==> src/design/lzd_pkg.sv <==
package lzd_pkg;

  // History window and copy limits
  localparam int WindowDepth = 4096;
  localparam int WinAw       = $clog2(WindowDepth);
  localparam int MaxCopy     = 18;

  // Token fields: 4-bit length code plus bias, 12-bit distance code plus one
  localparam int LenW       = 5;
  localparam int DistW      = 13;
  localparam int LenBias    = 3;
  localparam int SizeW      = 24;
  localparam int HdrLen     = 8;
  localparam int MagicLen   = 5;

  // Command queue between parser and executor
  localparam int CmdQDepth = 4;
  localparam int CmdQAw    = $clog2(CmdQDepth);

  typedef enum logic [2:0] {
    RK_DATA    = 3'd0,
    RK_DONE    = 3'd1,
    RK_BAD_HDR = 3'd2,
    RK_BAD_REF = 3'd3,
    RK_SHORT   = 3'd4
  } result_kind_e;

  typedef enum logic [2:0] {
    PH_HEADER,
    PH_FLAG,
    PH_ITEM,
    PH_TOKEN2,
    PH_DRAIN
  } phase_e;

  typedef enum logic [2:0] {
    BK_IDLE,
    BK_LIT,
    BK_RD,
    BK_CP,
    BK_STAT
  } bk_state_e;

  typedef struct packed {
    logic [7:0] in_byte;
    logic       in_last;
  } in_t;

  typedef struct packed {
    logic [7:0]       out_byte;
    result_kind_e     result_kind;
    logic [SizeW-1:0] total_size;
    logic             run_last;
  } out_t;

  // At most one command per input byte: optional data work, then optional status
  typedef struct packed {
    logic             has_data;
    logic             is_copy;
    logic [7:0]       lit_byte;
    logic [LenW-1:0]  len;
    logic [DistW-1:0] distance;
    logic             has_status;
    result_kind_e     status;
    logic [SizeW-1:0] size;
  } cmd_t;

  typedef struct packed {
    logic full;
    logic empty;
  } q_status_t;

  // "LZ77" followed by the type byte
  function automatic logic [7:0] hdr_magic(logic [2:0] idx);
    logic [7:0] m;
    unique case (idx)
      3'd0:    m = 8'h4C;
      3'd1:    m = 8'h5A;
      3'd2:    m = 8'h37;
      3'd3:    m = 8'h37;
      3'd4:    m = 8'h10;
      default: m = 8'h00;
    endcase
    return m;
  endfunction

endpackage

==> src/design/lzd_cmd_fifo.sv <==
module lzd_cmd_fifo (
  input  logic                clk_i,
  input  logic                rst_ni,
  input  logic                push_i,
  input  lzd_pkg::cmd_t       cmd_i,
  input  logic                pop_i,
  output lzd_pkg::cmd_t       head_o,
  output lzd_pkg::q_status_t  status_o
);

  lzd_pkg::cmd_t                 mem_q [lzd_pkg::CmdQDepth];
  logic [lzd_pkg::CmdQAw-1:0]    wr_ptr_q, rd_ptr_q;
  logic [lzd_pkg::CmdQAw:0]      cnt_q;

  always_ff @(posedge clk_i or negedge rst_ni) begin
    if (!rst_ni) begin
      wr_ptr_q <= '0;
      rd_ptr_q <= '0;
      cnt_q    <= '0;
    end else begin
      if (push_i) wr_ptr_q <= wr_ptr_q + lzd_pkg::CmdQAw'(1);
      if (pop_i)  rd_ptr_q <= rd_ptr_q + lzd_pkg::CmdQAw'(1);
      unique case ({push_i, pop_i})
        2'b10:   cnt_q <= cnt_q + (lzd_pkg::CmdQAw + 1)'(1);
        2'b01:   cnt_q <= cnt_q - (lzd_pkg::CmdQAw + 1)'(1);
        default: cnt_q <= cnt_q;
      endcase
    end
  end

  always_ff @(posedge clk_i) begin
    if (push_i) mem_q[wr_ptr_q] <= cmd_i;
  end

  assign head_o         = mem_q[rd_ptr_q];
  assign status_o.full  = (cnt_q == (lzd_pkg::CmdQAw + 1)'(lzd_pkg::CmdQDepth));
  assign status_o.empty = (cnt_q == '0);

endmodule

==> config.mk <==
export PLATFORM = sky130hd
export DESIGN_NAME = lzd_cmd_fifo
export DESIGN_NICKNAME = d
export VERILOG_FILES = /design/src/design/lzd_pkg.sv /design/src/design/lzd_cmd_fifo.sv
export SDC_FILE = /design/constraint.sdc
export NUM_CORES = 1
export LEC_CHECK = 0
export ABC_AREA = 1
export BUFFER_PORTS_ARGS = -buffer_cell sky130_fd_sc_hd__buf_4
export CAP_MARGIN = 20
export CORE_MARGIN = 2
export CORE_UTILIZATION = 55
export DETAILED_ROUTE_END_ITERATION = 10
export GPL_TIMING_DRIVEN = 0
export PLACE_DENSITY_LB_ADDON = 0.1
export SYNTH_ARGS = -nofsm -noshare
export SYNTH_HDL_FRONTEND = slang
export SYNTH_SLANG_ARGS = --single-unit
==> constraint.sdc <==
create_clock -name clk_i -period 7.3 [get_ports clk_i]
set_clock_uncertainty 0.15 [all_clocks]
set_input_delay 2.19 -clock clk_i [delete_from_list [all_inputs] [get_ports clk_i]]
set_output_delay 2.19 -clock clk_i [all_outputs]
set_load 0.1 [all_outputs]
## Word level (Yosys, flattened, before mapping)

Memories as Yosys holds them, arrays and structs flattened.
Index checks and enable logic that the tools add are counted.

| word-level totals | value |
|---|---|
| memory bits (read-only) | 0 |
| bits in latches | 0 |
| flip-flop bits (word level) | 7 |
| bits in writable memories | 224 |
| memories kept | 1 |

Memories:

| memory | words | bits a word | rd ports | clocked after Yosys merged registers in | wr ports | line | source |
|---|---|---|---|---|---|---|---|
| mem_q | 4 | 56 | 1 | 0 | 1 | lzd_cmd_fifo.sv:11 | `lzd_pkg::cmd_t mem_q [lzd_pkg::CmdQDepth];` |

| operators by class | value |
|---|---|
| mux-type cells | 3 |
| order comparisons | 0 |
| eq/ne operators | 3 |
| div/mod/pow operators | 0 |
| reductions and logical operators | 2 |
| shift-type cells | 0 |
| bitwise operators | 0 |
| add/subtract/negate cells | 4 |
| $mul | 0 |

Operators with widths:

| operator | number |
|---|---|
| one-hot mux 3 bit (2 select lines) | 1 |
| adder 2 x 1 -> 2 bit, second input constant | 2 |
| adder 3 x 1 -> 3 bit, second input constant | 1 |
| equality test 3 bit, second input constant | 1 |
| zero test 3 bit | 1 |
| subtractor 3 x 1 -> 3 bit, second input constant | 1 |
| equality test 2 x 1 -> 1 bit, second input constant | 1 |
| equality test 2 bit, second input constant | 1 |
| two-way mux 1 bit | 2 |
| nonzero test 2 bit | 1 |

## Longest topological paths before layout

| depth | value |
|---|---|
| depth after elaboration | 2 |
| depth in mapped cells | 10 |
| mapped depth without buffers | 9 |

## Worst setup path after synthesis

OpenSTA, ideal clock, no wires.

| timing path | value |
|---|---|
| kind | reg2out |
| from | register cnt_q[0] (netlist name) |
| to | output status_o[0] (netlist name) |
| cell stages (with the launch flop) | 2 |
| arrival | 2.479 ns |
| data required time | 4.960 ns |
| buffers on the path | 0 |
| path slack | 2.481 ns |
| cell sequence | dfrtp_1 nor3_1 |

RTL lines:

| item | line | source |
|---|---|---|
| from (decl) | lzd_cmd_fifo.sv:13 | `logic [lzd_pkg::CmdQAw:0] cnt_q;` |
| from (signal assigned) | lzd_cmd_fifo.sv:24 | `2'b10: cnt_q <= cnt_q + (lzd_pkg::CmdQAw + 1)'(1);` |
| from (signal assigned) | lzd_cmd_fifo.sv:25 | `2'b01: cnt_q <= cnt_q - (lzd_pkg::CmdQAw + 1)'(1);` |
| from (signal assigned) | lzd_cmd_fifo.sv:26 | `default: cnt_q <= cnt_q;` |
| to (decl) | lzd_cmd_fifo.sv:8 | `output lzd_pkg::q_status_t status_o` |

==> parameters.txt <==
Parameter                              Value

Outcome
  Outcome ... finished, final reports clean

Drt
  First-pass DRT Iterations ... 5
  Average wire per standard cell ... around 18 um
  Remaining antenna violation count after routing ... 0
  Via count ... 5763
  Mean number of vias per cell ... 5.35
  Post-detailed-routing wire length ... 19900 um
  DRC violations left ... 0
  Number of violations reported at the end of detailed-routing iteration 0 ... 355

Synth
  Number of nets in the synthesized netlist ... roughly 770
  Seq/Total Area, Yosys ... approximately three quarters
  Count of mapped cells out of synthesis ... ~700
  Post-synthesis instance area ... about 9400 sq um
  Area leader, netlist ... sky130_fd_sc_hd__edfxtp_1
  Number of distinct standard cells referenced by the synthesized netlist ... 20
  Synth top area cells ... sky130_fd_sc_hd__edfxtp_1 (72%), sky130_fd_sc_hd__o211ai_1 (8.4%), sky130_fd_sc_hd__nand2_1 (7.2%)
  Post-synth top area share ... between 70% and 80%
  Syn_area_per_cell ... approximately 13 sq um
  Number of synthesized register bits ... around 230
  Yosys warning total ... 0

Clocking
  Max H-tree Level ... 1
  Clock Pin Slew Worst Setup and Hold Paths ... approximately 0.06 ns
  Clock buffer depth ... 3
  TritonCTS clock tree ... built
  Count of clock tree sinks ... around 230
  Number of hold buffers added after CTS ... 0
  CTS Root Cell ... sky130_fd_sc_hd__clkbuf_16
  Post-CTS setup buffer count ... 0
  Worst-Skew Late Latency ... 0.49 ns
  Quantity of gates resized following cts ... 0
  CTS buffer count ... 23

Die
  Rows ... 47
  Starting utilization of the core area ... 56.3%
  Die Y-Extent ... roughly 130 um
  Die Footprint ... about 18000 sq um
  Std-Cell Core Area ... about 17000 sq um
  Ports ... 118
  Die X-Extent ... between 100 and 150 um

Global route
  Pin count of the biggest net entering global routing ... 57
  Antenna violations before repair ... 0
  Number of global-route vias before repair ... 6052
  Global Route Usage Sum ... between 20 and 25%
  First-pass GRT wire length ... ~31000 um
  GRT overflow ... 0

STA
  Number of pins exceeding their max-slew limit in the final report ... 0
  Final-report hold violation count ... 0
  Post-Route Setup TNS ... 0 ns
  Setup slack after layout ... 2.91 ns
  Achievable Freq ... 228 MHz
  Worst max-slew margin expressed relative to the limit ... a little over two fifths
  Final period utilization ... between 60% and 70%
  RSZ-0062 raised after global routing ... no
  Clock period minus final worst setup slack ... 4.39 ns
  Final setup vio count ... 0
  Slew at the pin closest to its max-slew limit ... 0.858 ns
  Hold Slack ... about 0.36 ns

Placed design
  Placed wire-length estimate after detailed placement ... ~12000 um
  Routability-driven placement congestion ratio ... approximately 0.74
  Port Buffers ... between 100 and 150
  Post-place instance area ... roughly 11000 sq um
  Worst setup slack after placement ... between 3 and 4 ns

Final layout
  Area of all placed cells without fillers ... roughly 11000 sq um
  Fill count ... 1202
  Storage cell area ... 6900 sq um
  Highest-count cells in the layout ignoring fill and taps ... sky130_fd_sc_hd__edfxtp_1 (224), sky130_fd_sc_hd__nand2_1 (179), sky130_fd_sc_hd__inv_1 (121)
  Antenna fix cells ... 0
  Share of cells above drive strength 1 ... 22.1%
  Multi-input gate area in the final layout ... between 1500 and 2000 sq um
  Commonest non-fill, non-tap cell in the layout ... sky130_fd_sc_hd__edfxtp_1
  Relative area change from synthesis to final layout ... 19.2%
  Net count reported at finish ... ~900

Run
  Max capacitance violation total ... 0

Setup path
  Sum of buffers and inverters on the critical path ... 4
  WP data required ... ~5 ns
  Largest delay share family, worst path ... buffers and inverters
  CP Launch Type ... flop
  Critical Setup Path Class ... reg2out
  Critical-path top delay cell ... sky130_fd_sc_hd__dfrtp_1
  Worst-path cell chain ... inv_2 -> buf_4 -> buf_2 -> o211ai_1 -> nand2_1 -> buf_4
  Worst path most repeated cell ... sky130_fd_sc_hd__buf_4
  Arrival time of the worst setup path ... just over 2 ns
  Max stage delay on crit path ... 0.40 ns
  Category of the worst setup path capture point ... primary output
  Largest fanout on the critical path ... 10

Hold path
  Type of the worst min-delay path ... reg2reg
-- tightest hold or removal path, delay by kind of cell, from the launching register on --
kind	cells	cell delay (ns)
AND/OR/NAND/NOR	2	0.11
flip-flops	1	0.36
-- sequential cells by signal, summed over array words and instances, names as in the netlist --
register / count
cnt_q: 3
mem_q: 224
wr_ptr_q: 2
rd_ptr_q: 2
-- layer usage --
layer / wire length (um) / up-vias / part of all wire [%] / track usage [%]
li1: - / 2706 / - / -
met1: 8290 / 2845 / 42 / 28.5
met5: 0 / - / 0 / 0
met4: 422 / 0 / 2.1 / 6.37
met3: 1170 / 28 / 5.9 / 3.30
met2: 10000 / 184 / 50 / 39.9
-- cell families after synthesis --
group                      synth area share (%)
xor gates and xnor gates                  0.374
DFF                                        73.7
buffers and inverters                      8.21
and+or+nand+nor                            7.40
AOI/OAI and AO/OA                          9.46
adders and majority gates                 0.882
-- layout make-up --
cell class / instances / area share (%)
sequential: 231 / 61.8
multi-input combinational: 307 / 15.2
timing repair buffer: 116 / 7.80
clock buffer: 32 / 5.46
inverter: 126 / 4.32
buffer: 38 / 2.65
tap: 220 / 2.46
clock inverter: 7 / 0.325
-- through the flow --
step | util [%] | instances
CTS | 67.1 | 1077
detailed placement | 63.2 | 1038
floorplan | - | 702
finish | 67.1 | 1077
global placement | 63.2 | 1038
global route | 67.1 | 1077
-- cells in the mapped netlist --
cell                       count
sky130_fd_sc_hd__edfxtp_1    224
sky130_fd_sc_hd__nand2_1     179
sky130_fd_sc_hd__inv_1       125
sky130_fd_sc_hd__o211ai_1    105
sky130_fd_sc_hd__buf_6        16
sky130_fd_sc_hd__buf_2        15
sky130_fd_sc_hd__dfrtp_1       7
sky130_fd_sc_hd__o211ai_2      7
sky130_fd_sc_hd__clkbuf_1      5
sky130_fd_sc_hd__ha_1          5
sky130_fd_sc_hd__xor2_1        3
sky130_fd_sc_hd__nor3_1        2
sky130_fd_sc_hd__o21ai_0       2
sky130_fd_sc_hd__buf_4         1
sky130_fd_sc_hd__buf_8         1
sky130_fd_sc_hd__fa_1          1
sky130_fd_sc_hd__inv_2         1
sky130_fd_sc_hd__nand3_1       1
sky130_fd_sc_hd__nand4_1       1
sky130_fd_sc_hd__xnor2_1       1
-- final timing paths --
path	slack [ns]	cells past startpoint	to	start
setup / recovery	2.91	6	head_o[32]	rd_ptr_q[1]
hold / removal	0.36	2	cnt_q[2]	cnt_q[2]
setup reg to reg	5.34	4	mem_q[0][35]	wr_ptr_q[0]
hold reg to reg	0.36	2	cnt_q[2]	cnt_q[2]
max in group asynchronous	5.52	1	rd_ptr_q[0]	rst_ni
min in group asynchronous	1.35	1	wr_ptr_q[1]	rst_ni
Power is left out: the tool's default activity adds up to more than one toggle a clock period on the data nets, which glitch-free logic cannot reach.
