<file path="config.mk">
export PLATFORM = sky130hd
export DESIGN_NAME = lzd_front
export DESIGN_NICKNAME = d
export VERILOG_FILES = /design/src/design/lzd_pkg.sv /design/src/design/lzd_front.sv
export SDC_FILE = /design/constraint.sdc
export NUM_CORES = 1
export LEC_CHECK = 0
export ABC_CLOCK_PERIOD_IN_PS = 6900
export BUFFER_PORTS_ARGS = -buffer_cell sky130_fd_sc_hd__buf_2
export CORE_MARGIN = 3
export CORE_UTILIZATION = 40
export CTS_CLUSTER_SIZE = 40
export DETAILED_ROUTE_END_ITERATION = 16
export SLEW_MARGIN = 15
export SYNTH_ARGS = -nofsm -noshare
export SYNTH_HDL_FRONTEND = slang
export SYNTH_SLANG_ARGS = --single-unit
</file>
<file path="constraint.sdc">
create_clock -name clk_i -period 6.9 [get_ports clk_i]
set_input_delay 0 -clock clk_i [delete_from_list [all_inputs] [get_ports clk_i]]
set_output_delay 0 -clock clk_i [all_outputs]
set_load 0.01 [all_outputs]
</file>
<file path="src/design/lzd_pkg.sv">
package lzd_pkg;

  // History window and copy limits
  localparam int WindowDepth = 4096;
  localparam int WinAw       = $clog2(WindowDepth);
  localparam int MaxCopy     = 18;

  // Token fields: 4-bit length code plus bias, 12-bit distance code plus one
  localparam int LenW       = 5;
  localparam int DistW      = 13;
  localparam int LenBias    = 3;
  localparam int SizeW      = 24;
  localparam int HdrLen     = 8;
  localparam int MagicLen   = 5;

  // Command queue between parser and executor
  localparam int CmdQDepth = 4;
  localparam int CmdQAw    = $clog2(CmdQDepth);

  typedef enum logic [2:0] {
    RK_DATA    = 3'd0,
    RK_DONE    = 3'd1,
    RK_BAD_HDR = 3'd2,
    RK_BAD_REF = 3'd3,
    RK_SHORT   = 3'd4
  } result_kind_e;

  typedef enum logic [2:0] {
    PH_HEADER,
    PH_FLAG,
    PH_ITEM,
    PH_TOKEN2,
    PH_DRAIN
  } phase_e;

  typedef enum logic [2:0] {
    BK_IDLE,
    BK_LIT,
    BK_RD,
    BK_CP,
    BK_STAT
  } bk_state_e;

  typedef struct packed {
    logic [7:0] in_byte;
    logic       in_last;
  } in_t;

  typedef struct packed {
    logic [7:0]       out_byte;
    result_kind_e     result_kind;
    logic [SizeW-1:0] total_size;
    logic             run_last;
  } out_t;

  // At most one command per input byte: optional data work, then optional status
  typedef struct packed {
    logic             has_data;
    logic             is_copy;
    logic [7:0]       lit_byte;
    logic [LenW-1:0]  len;
    logic [DistW-1:0] distance;
    logic             has_status;
    result_kind_e     status;
    logic [SizeW-1:0] size;
  } cmd_t;

  typedef struct packed {
    logic full;
    logic empty;
  } q_status_t;

  // "LZ77" followed by the type byte
  function automatic logic [7:0] hdr_magic(logic [2:0] idx);
    logic [7:0] m;
    unique case (idx)
      3'd0:    m = 8'h4C;
      3'd1:    m = 8'h5A;
      3'd2:    m = 8'h37;
      3'd3:    m = 8'h37;
      3'd4:    m = 8'h10;
      default: m = 8'h00;
    endcase
    return m;
  endfunction

endpackage

</file>
<file path="src/design/lzd_front.sv">
module lzd_front (
  input  logic                clk_i,
  input  logic                rst_ni,
  input  logic                accept_i,
  input  lzd_pkg::in_t        in_i,
  output logic                push_o,
  output lzd_pkg::cmd_t       cmd_o
);

  lzd_pkg::phase_e              phase_q, phase_d;
  logic [2:0]                   hdr_idx_q, hdr_idx_d;
  logic [lzd_pkg::SizeW-1:0]    exp_q, exp_d;
  logic [lzd_pkg::SizeW-1:0]    prod_q, prod_d;
  logic [7:0]                   flag_bits_q, flag_bits_d;
  logic [3:0]                   flag_idx_q, flag_idx_d;
  logic [7:0]                   token_hi_q, token_hi_d;

  always_ff @(posedge clk_i or negedge rst_ni) begin
    if (!rst_ni) begin
      phase_q     <= lzd_pkg::PH_HEADER;
      hdr_idx_q   <= '0;
      exp_q       <= '0;
      prod_q      <= '0;
      flag_bits_q <= '0;
      flag_idx_q  <= 4'd8;
      token_hi_q  <= '0;
    end else begin
      phase_q     <= phase_d;
      hdr_idx_q   <= hdr_idx_d;
      exp_q       <= exp_d;
      prod_q      <= prod_d;
      flag_bits_q <= flag_bits_d;
      flag_idx_q  <= flag_idx_d;
      token_hi_q  <= token_hi_d;
    end
  end

  logic [7:0]                  b;
  logic                        last;
  logic                        hdr_ok;
  logic [lzd_pkg::SizeW-1:0]   exp_new;
  logic [lzd_pkg::SizeW-1:0]   prod_new;
  logic [lzd_pkg::SizeW:0]     prod_plus_len;
  logic [lzd_pkg::LenW-1:0]    len;
  logic [lzd_pkg::DistW-1:0]   distance;
  logic [3:0]                  flag_idx_inc;
  logic                        bad_ref;
  logic                        restart;
  logic                        data_done;

  assign b    = in_i.in_byte;
  assign last = in_i.in_last;

  assign len  = lzd_pkg::LenW'(token_hi_q[7:4]) + lzd_pkg::LenW'(lzd_pkg::LenBias);
  assign distance = {1'b0, token_hi_q[3:0], b} + lzd_pkg::DistW'(1);
  assign prod_plus_len = {1'b0, prod_q} + (lzd_pkg::SizeW + 1)'(len);
  assign bad_ref = ({{(lzd_pkg::SizeW + 1 - lzd_pkg::DistW){1'b0}}, distance} >
                    {1'b0, prod_q})
                 || (distance > lzd_pkg::DistW'(lzd_pkg::WindowDepth))
                 || (len > lzd_pkg::LenW'(lzd_pkg::MaxCopy))
                 || (prod_plus_len > {1'b0, exp_q});
  assign flag_idx_inc = flag_idx_q + 4'd1;

  always_comb begin
    phase_d     = phase_q;
    hdr_idx_d   = hdr_idx_q;
    exp_d       = exp_q;
    prod_d      = prod_q;
    flag_bits_d = flag_bits_q;
    flag_idx_d  = flag_idx_q;
    token_hi_d  = token_hi_q;
    cmd_o       = '0;
    cmd_o.status = lzd_pkg::RK_DATA;
    restart     = 1'b0;
    hdr_ok      = 1'b1;
    exp_new     = exp_q;
    prod_new    = prod_q;
    data_done   = 1'b0;

    if (accept_i) begin
      unique case (phase_q)
        lzd_pkg::PH_HEADER: begin
          if (hdr_idx_q < 3'(lzd_pkg::MagicLen)) begin
            hdr_ok = (b == lzd_pkg::hdr_magic(hdr_idx_q));
          end
          unique case (hdr_idx_q)
            3'd5:    exp_new[7:0]   = b;
            3'd6:    exp_new[15:8]  = b;
            3'd7:    exp_new[23:16] = b;
            default: exp_new        = exp_q;
          endcase
          if (!hdr_ok || last) begin
            cmd_o.has_status = 1'b1;
            cmd_o.status     = lzd_pkg::RK_BAD_HDR;
            if (last) restart = 1'b1;
            else phase_d = lzd_pkg::PH_DRAIN;
          end else begin
            exp_d     = exp_new;
            hdr_idx_d = hdr_idx_q + 3'd1;
            if (hdr_idx_q == 3'(lzd_pkg::HdrLen - 1)) begin
              if (exp_new == '0) begin
                cmd_o.has_status = 1'b1;
                cmd_o.status     = lzd_pkg::RK_DONE;
                phase_d          = lzd_pkg::PH_DRAIN;
              end else begin
                phase_d = lzd_pkg::PH_FLAG;
              end
            end
          end
        end
        lzd_pkg::PH_FLAG: begin
          flag_bits_d = b;
          flag_idx_d  = '0;
          phase_d     = lzd_pkg::PH_ITEM;
          if (last) begin
            cmd_o.has_status = 1'b1;
            cmd_o.status     = lzd_pkg::RK_SHORT;
            cmd_o.size       = exp_q;
            restart          = 1'b1;
          end
        end
        lzd_pkg::PH_ITEM: begin
          if (!flag_bits_q[7]) begin
            cmd_o.has_data = 1'b1;
            cmd_o.lit_byte = b;
            prod_new       = prod_q + lzd_pkg::SizeW'(1);
            data_done      = 1'b1;
          end else begin
            token_hi_d = b;
            phase_d    = lzd_pkg::PH_TOKEN2;
            if (last) begin
              cmd_o.has_status = 1'b1;
              cmd_o.status     = lzd_pkg::RK_SHORT;
              cmd_o.size       = exp_q;
              restart          = 1'b1;
            end
          end
        end
        lzd_pkg::PH_TOKEN2: begin
          if (bad_ref) begin
            cmd_o.has_status = 1'b1;
            cmd_o.status     = lzd_pkg::RK_BAD_REF;
            if (last) restart = 1'b1;
            else phase_d = lzd_pkg::PH_DRAIN;
          end else begin
            cmd_o.has_data = 1'b1;
            cmd_o.is_copy  = 1'b1;
            cmd_o.len      = len;
            cmd_o.distance = distance;
            prod_new       = prod_plus_len[lzd_pkg::SizeW-1:0];
            data_done      = 1'b1;
          end
        end
        lzd_pkg::PH_DRAIN: begin
          if (last) restart = 1'b1;
        end
        default: phase_d = lzd_pkg::PH_DRAIN;
      endcase

      // Flag advance and completion check after literal or copy
      if (data_done) begin
        prod_d      = prod_new;
        flag_bits_d = {flag_bits_q[6:0], 1'b0};
        flag_idx_d  = flag_idx_inc;
        phase_d     = (flag_idx_inc >= 4'd8) ? lzd_pkg::PH_FLAG : lzd_pkg::PH_ITEM;
        if (prod_new == exp_q) begin
          cmd_o.has_status = 1'b1;
          cmd_o.status     = lzd_pkg::RK_DONE;
          cmd_o.size       = exp_q;
          if (last) restart = 1'b1;
          else phase_d = lzd_pkg::PH_DRAIN;
        end else if (last) begin
          cmd_o.has_status = 1'b1;
          cmd_o.status     = lzd_pkg::RK_SHORT;
          cmd_o.size       = exp_q;
          restart          = 1'b1;
        end
      end

      if (restart) begin
        phase_d     = lzd_pkg::PH_HEADER;
        hdr_idx_d   = '0;
        exp_d       = '0;
        prod_d      = '0;
        flag_bits_d = '0;
        flag_idx_d  = 4'd8;
        token_hi_d  = '0;
      end
    end
  end

  assign push_o = accept_i && (cmd_o.has_data || cmd_o.has_status);

endmodule

</file>
# After elaboration in Yosys (flattened, before gate mapping)
# Cells that the tools add are included.
classes:
  n_eq_ne: 18
  n_reduce_logical: 22
  add_sub_neg: 6
  order_cmp: 6
  mux: 80
op_table:
  columns: ["operator", "n"]
  rows:
  - ["$mux W24", 8]
  - ["$mux W8", 20]
  - ["$mux W28", 5]
  - ["$pmux W24 S2", 2]
  - ["$mux W56", 1]
  - ["$mux W3", 13]
  - ["$mux W18", 2]
  - ["$mux W4", 7]
  - ["$pmux W7 S4", 1]
  - ["$add A24 B5 Y25", 1]
  - ["$gt A25 B24 Y1", 1]
  - ["$add A24 B1 Y24 const B", 1]
  - ["$eq A24 B24 Y1", 1]
  - ["$gt A13 B24 Y1", 1]
  - ["$logic_not A24 Y1", 1]
  - ["$pmux W4 S4", 1]
  - ["$eq A3 B3 Y1 const B", 5]
  - ["$pmux W3 S5", 1]
  - ["$mux W1", 14]
  - ["$add A12 B1 Y13 const B", 1]
  - ["$gt A13 B13 Y1 const B", 1]
  - ["$eq A3 B2 Y1 const B", 4]
  - ["$eq A8 B8 Y1", 1]
  - ["$ne A4 B4 Y1 const B", 2]
  - ["other kinds (23)", 37]
totals:
  wordCells: 139
  reg_bits: 74

# Depth between registers and ports, before layout
# Gate-level depths: netlist (run 1).
logic_depth:
  ltp_word: 20
  mapped_depth: 27
  mapped_depth_nobuf: 23

# Worst setup path after synthesis (run 1)
# Ideal clock, no wire load.
synth_path:
  kind: "reg2out"
  startpoint: "register token_hi_q[4]"
  endpoint: "output cmd_o[10] in the netlist's numbering"
  arrival_time_ns: 5.977
  path_stages_with_launch: 24
  setup_slack_ns: 0.923
  cell_sequence: "dfrtp_1 inv_1 ha_1 fa_1 nor2b_1 o2111ai_1 a211oi_1 nand4_1 xnor2_1 ha_1 and4_1 and2_1 a221oi_1 o2111ai_1 a211oi_1 buf_4 clkbuf_1 nand4_1 a222oi_1 nand4_1 nor4_1 a41oi_4 buf_6 a21oi_2"
synth_rtl:
  columns: ["item", "line_no", "text"]
  rows:
  - ["start, declared", "lzd_front.sv:16", "logic [7:0] token_hi_q, token_hi_d;"]
  - ["start signal, assigned", "lzd_front.sv:34", "token_hi_q <= token_hi_d;"]
  - ["end, declared", "lzd_front.sv:7", "output lzd_pkg::cmd_t cmd_o"]

==> results of run 1 <==
layout make-up:
class	count	area [µm²]
Multi-Input combinational cell	862	5750
Timing Repair Buffer	109	678
Inverter	62	233
Clock inverter	6	50.0
Fill cell	2020	10600
Tap cell	265	332
Sequential cell	74	1850
Clock buffer	10	229
power by group:
group          internal, µW  switching, µW  total [µW]
Combinational           326            540         867
Clock                   248            215         463
Sequential              482           61.4         543
worst max path at each step:
| stage | startpoint | endpoint | slack, ns | cells past startpoint |
|---|---|---|---|---|
| 2_1_floorplan | token_hi_q[4] | cmd_o[10] | 0.92 | 23 |
| 6_report | token_hi_q[4] | cmd_o[19] | 0.38 | 26 |
| 4_1_cts | token_hi_q[4] | cmd_o[1] | 0.05 | 25 |
| 5_1_grt | token_hi_q[4] | cmd_o[23] | -0.02 | 25 |
| 3_5_place_dp | token_hi_q[4] | cmd_o[1] | 0.46 | 24 |
| 3_3_place_gp | token_hi_q[4] | cmd_o[1] | 0.62 | 25 |
per-stage QoR:
step / util / area, µm²
2_1_floorplan: - / 8120
3_3_place_gp: 0.445 / 8770
3_5_place_dp: 0.445 / 8770
4_1_cts: 0.460 / 9060
5_1_grt: 0.463 / 9120
6_report: 0.463 / 9120
Yosys cell counts, types with 11 or more instances:
cell / count / area share
xnor2_1: 48 / 0.052
and3_1: 25 / 0.019
clkbuf_1: 64 / 0.030
a21oi_1: 61 / 0.038
nor4_1: 21 / 0.016
a22o_1: 33 / 0.036
nor2b_1: 11 / 0.0085
o21ai_0: 73 / 0.045
and2_1: 13 / 0.010
dfrtp_1: 73 / 0.22
nand3_1: 42 / 0.026
nor2_1: 80 / 0.037
a211oi_1: 11 / 0.010
nand2_1: 110 / 0.051
nor3_1: 41 / 0.025
mux2i_1: 12 / 0.015
a21oi_2: 20 / 0.022
ha_1: 52 / 0.080
inv_1: 61 / 0.028
nand4_1: 25 / 0.019
cells by family after synthesis:
logic type / count (synthesis) / synth area share
and+or+nand+nor: 411 / 0.258
AOI/OAI and AO/OA: 324 / 0.278
buffers and inverters: 142 / 0.0704
DFF: 74 / 0.228
xor gates and xnor gates: 57 / 0.0615
adders and majority gates: 53 / 0.0826
muxes: 17 / 0.0217
flip-flops by register name (all words and copies together) (netlist names):
signal       flops
token_hi_q       8
hdr_idx_q        3
flag_idx_q       4
flag_bits_q      8
exp_q           24
phase_q          3
prod_q          24
layer usage:
metal | GRT usage | routed length [µm] | vias up
met5 | 0 | 55 | -
met4 | 0.118 | 1430 | 2
met3 | 0.0615 | 3270 | 97
met2 | 0.437 | 14100 | 573
met1 | 0.425 | 14300 | 4214
li1 | - | - | 4064
worst max-delay path: cells and delay by family, from the launching register on:
| kind | cells | cell delay (ns) |
|---|---|---|
| and+or+nand+nor | 7 | 1.43 |
| buffers and inverters | 6 | 1.11 |
| xor gates and xnor gates | 1 | 0.20 |
| muxes | 1 | 0.35 |
| DFF | 1 | 0.40 |
| adders and majority gates | 3 | 0.90 |
| AOI/OAI and AO/OA | 8 | 1.77 |
repair_timing:
item,in CTS,in global routing
gates resized for setup,0,9
setup endpoints to repair,0,27
hold buffers,1,0
hold endpoints to repair,19,0
buffers inserted,0,2
==> summary.txt, run 1 <==
Finish
  • Ratio of cells with drive above 1 in the final layout: 0.149
  • N_diodes: 0
  • Most frequent cells in the layout: nand2_1, nor2_1, dfrtp_1
  • Commonest non-fill, non-tap cell in the layout: nand2_1
  • Final Instance Count excl. Fillers: approximately 1,400
  • Area grow syn2layout: 12.3%
  • Number of nets in the layout: approximately 1,200

Routing
  • Initial DRT Pass Iterations: 7
  • Initial drt markers: about 1,300
  • Remaining DRCs: 0
  • Routed WL: about 33,000 µm
  • Post-DRT Antenna Nets: 0
  • Vias per inst: between 6 and 7
  • Per-cell routed wire length: approximately 24 µm
  • DR vias: roughly 9,000

GRT
  • GRT Util Overall: 0.297
  • First-pass GRT wire length: 50,800 µm
  • Initial antenna violation count: 1
  • Vias in the first global route: about 8,300
  • Largest net degree at the start of global routing: 56
  • Total global routing overflow: 0

Timing
  • Setup ws final: 0.380 ns
  • Peak Freq: approximately 150 MHz
  • Fin crit share: 0.945
  • Hold Slack: between 0.04 and 0.05 ns
  • Worst Tran Pin Value: a little over 1 ns
  • Final Skew: ~0.009 ns
  • Slew headroom: 0.320
  • Fin crit period: about 6.5 ns
  • Final setup fails: 0
  • Setup_tns: 0 ns
  • Max-slew violations: 0
  • Final hold viol count: 0

Logic synthesis
  • Post-Synthesis Cell Area: 8120 µm²
  • Sequential area share after synthesis: 0.228
  • Synth Register Bits: 74
  • Ys flop type: dfrtp_1
  • Ys async rst share: 1.00
  • Post-synth cell types: 83
  • Ys Warns: 0
  • Syn Nets: between 1,000 and 1,500
  • EDFF count, synth: 0
  • Mapped Cells: about 1,100
  • Avg Cell Area, Syn: around 7.5 µm²

Worst setup path
  • Reg2reg end: prod_q[12]
  • Worst Path Max Fanout: 10
  • Highest-delay cell along the critical path: dfrtp_1
  • RR Startpoint: token_hi_q[4]
  • Type of origin of the critical path: flip-flop
  • Crit-path most repeated cell: buf_4
  • Worst setup EP type: output pin
  • Critical Setup Path Class: reg2out
  • Worst EP arrival: 6.52 ns
  • WP data required: 6.90 ns
  • Worst reg2reg path depth: 22
  • Worst R2R Setup Slack: just over 0.7 ns
  • Critical path's largest stage delay: 0.40 ns

Floorplanning
  • Die Height: roughly 150 µm
  • Initial core utilization: 0.412
  • Core area: 19,700 µm²
  • Die area: approximately 22,000 µm²
  • Top Ports: 69
  • Cell Rows: between 50 and 60
  • Chip width: approximately 150 µm

Min path
  • WHS Path Cells: 3
  • Critical hold path startpoint: in_i[8]
  • Worst Hold End: token_hi_q[7]
  • Worst min-delay path class: in2reg

Power and ir drop
  • Max VDD drop: ~0.17 mV
  • Total Power: between 1500 and 2000 µW
  • Power per Cell Area: between 200 and 250 nW/µm²
  • Leak pwr: 0.00387 µW

Placed design
  • Placer Congestion: between 1 and 1.5
  • Post-Place Cells: between 1,000 and 1,500
  • Port Buffers: 68
  • HPWL after DPL: between 20,000 and 25,000 µm
  • Post-place setup slack: between 0.4 and 0.5 ns

Clock network
  • Htree depth: 3
  • Clock Latency Late Sink: ~0.35 ns
  • Clock-pin slew on the worst setup and hold paths: ~0.070 ns
  • Clk sinks: 74
  • CTS tree: done
  • Max clock buf depth: 2
  • Root buf cell: clkbuf_16
  • Total CTS buffers: 9

Run
  • Max_cap viols: 0

Status
  • Status: complete, no violations
(Power assumes the default switching activity.)
==> run 2, diff against run 1 <==
ABC_CLOCK_PERIOD_IN_PS = 8200   (was 6900)
clock period = 8.2 ns   (was 6.9 ns; I/O delays follow)
==> summary.txt, run 2 (same netlist as run 1, synthesis figures left out) <==
Status
  • Status: complete, no violations

Finish
  • Area grow syn2layout: 10.5%
  • Most frequent cells in the layout: nand2_1, nor2_1, dfrtp_1
  • Final core utilization: 0.455
  • N_diodes: 0
  • Regs by FF count: exp_q x24, prod_q x24
  • Number of nets in the layout: approximately 1,200
  • Ratio of cells with drive above 1 in the final layout: 0.130
  • Commonest non-fill, non-tap cell in the layout: nand2_1

Routing
  • DR vias: between 8,000 and 9,000
  • Remaining DRCs: 0
  • Routed WL: between 30,000 and 40,000 µm
  • Vias per inst: about 6.5
  • Initial drt markers: between 1,000 and 1,500
  • Initial DRT Pass Iterations: 8
  • Post-DRT Antenna Nets: 0
  • Per-cell routed wire length: about 24 µm

Worst setup path
  • Critical path's largest stage delay: between 0.6 and 0.7 ns
  • Worst Path Max Fanout: 37
  • Worst EP arrival: about 7.6 ns
  • WP data required: roughly 8.2 ns
  • CP Cell Sequence: ha_1 > inv_1 > fa_1 > nor2b_1 > o2111ai_1 > buf_4 > a211oi_2 > nand4_1 > xnor2_1 > ha_1 > and4_1 > and2_1 > a221oi_1 > o2111ai_1 > a211oi_4 > buf_4 > a31oi_1 > a222oi_1 > nand4_1 > nor4_1 > a41oi_4 > a21oi_1 > buf_2
  • Highest-delay cell along the critical path: a41oi_4
  • Worst setup EP type: output pin
  • Type of origin of the critical path: flip-flop
  • Critical Setup Path Class: reg2out
  • Worst Path Buf+Inv: 4
  • Crit path max-delay family: compound AO/OA/AOI/OAI gates

Timing
  • Fin crit share: 0.923
  • Worst Tran Pin Value: roughly 1.2 ns
  • Hold Slack: between 0.03 and 0.04 ns
  • RSZ-0062 raised after global routing: false
  • Fin crit period: about 7.6 ns
  • Max-slew violations: 0
  • Peak Freq: between 100 and 150 MHz
  • Slew headroom: 0.230
  • Final setup fails: 0
  • Setup_tns: 0 ns
  • Final Skew: between 0.015 and 0.02 ns
  • Final hold viol count: 0

Floorplanning
  • Initial core utilization: 0.412
  • Top Ports: 69
  • Chip width: 149 µm
  • Core area: around 20,000 µm²
  • Cell Rows: between 50 and 60
  • Die Height: approximately 150 µm
  • Die area: around 22,000 µm²

GRT
  • Grt peak-use layer: met2
  • GRT Util Overall: 0.293
  • Total global routing overflow: 0
  • Met2 capacity usage during global routing: 0.434
  • Initial antenna violation count: 0
  • Vias in the first global route: ~8,000
  • Met1 Usage GRT: 0.422
  • Met3 Usage GRT: 0.0539
  • First-pass GRT wire length: approximately 50,000 µm
  • Largest net degree at the start of global routing: 58

Power and ir drop
  • Leak pwr: ~0.0038 µW
  • Flop pwr share: 0.287
  • Power per Cell Area: 180 nW/µm²
  • Sw Ratio: 0.417
  • Clock power share: 0.294
  • Psw: 673 µW
  • Combinational power share: 0.419
  • Max VDD drop: between 0.1 and 0.15 mV
  • Int Pwr: roughly 940 µW

Placed design
  • Placer Congestion: around 1.0
  • HPWL after DPL: about 24,000 µm
  • Port Buffers: between 60 and 70

Clock network
  • Htree depth: 3
  • Root buf cell: clkbuf_16
  • Max clock buf depth: 2
  • Clock-pin slew on the worst setup and hold paths: roughly 0.07 ns
  • Setup Fix Bufs, Post-CTS: 0
  • Total CTS buffers: 9
  • CTS tree: done
  • Clk sinks: 74
  • Clock Latency Late Sink: approximately 0.36 ns

Min path
  • Worst min-delay path class: in2reg

Run
  • Max_cap viols: 0
## run 2: final cells by class
class | instances | area (µm²)
fill | 1969 | 10700
multi-input combinational | 862 | 5730
sequential | 74 | 1850
timing repair buffer | 87 | 488
tap | 265 | 332
inverter | 62 | 233
clock buffer | 10 | 229
clock inverter | 6 | 115
## run 2: routing by layer
layer / vias to the layer above / part of all wire
met2: 566 / 0.43
met1: 4148 / 0.43
li1: 4029 / -
met4: 0 / 0.043
met5: - / 0
met3: 105 / 0.099
## run 2: path summary, 6_finish.rpt
kind                                startpoint             end  slack (ns)  cells past startpoint
worst max-delay path                 prod_q[0]        cmd_o[3]        0.63                     23
worst min register to register  flag_bits_q[2]  flag_bits_q[2]        0.48                      2
worst max register to register       prod_q[0]      prod_q[23]        1.35                     22
worst min-delay path                   in_i[8]   token_hi_q[7]        0.04                      3
min in group asynchronous               rst_ni       prod_q[9]        0.07                      2
max in group asynchronous               rst_ni      phase_q[2]        7.06                      3
## run 2: worst reg2reg max path, stage by stage, from the launching register on
cell and delay (ns):
dfrtp_1 0.57, ha_1 0.26, inv_1 0.06, fa_1 0.41
nor2b_1 0.17, o2111ai_1 0.12, buf_4 0.21, a211oi_2 0.56
nand4_1 0.20, xnor2_1 0.24, ha_1 0.29, and4_1 0.23
and2_1 0.17, a221oi_1 0.32, o2111ai_1 0.24, a211oi_4 0.26
buf_4 0.22, a21oi_1 0.12, nor2_1 0.22, nand2_1 0.18
inv_1 0.26, nand2_1 0.70, o41ai_1 0.69
## run 2: stage by stage
step | std cells | area [µm²] | setup WS, ns | total power [µW]
4_1_cts | 1366 | 8980 | 0.400 | 1600
6_report | 1366 | 8980 | 0.632 | 1610
2_1_floorplan | 1078 | 8120 | 2.22 | 924
3_3_place_gp | 1349 | 8620 | 1.00 | 1120
3_5_place_dp | 1349 | 8620 | 0.849 | 1120
5_1_grt | 1366 | 8980 | 0.180 | 1690
## run 2: power by group through the flow
stage                     registers, µW  logic, µW  clock network (µW)
after floorplan                     438        486                   0
after global placement              467        654                   0
after detailed placement            468        656                   0
after CTS                           461        660                 480
after global routing                468        728                 497
final                               463        677                 475
## run 2: what timing repair did
item                                    in CTS  in global routing
hold endpoints to repair                    17                  0
hold buffers                                 1                  0
endpoints found under the setup margin       0                 25
resized for setup                            0                  1
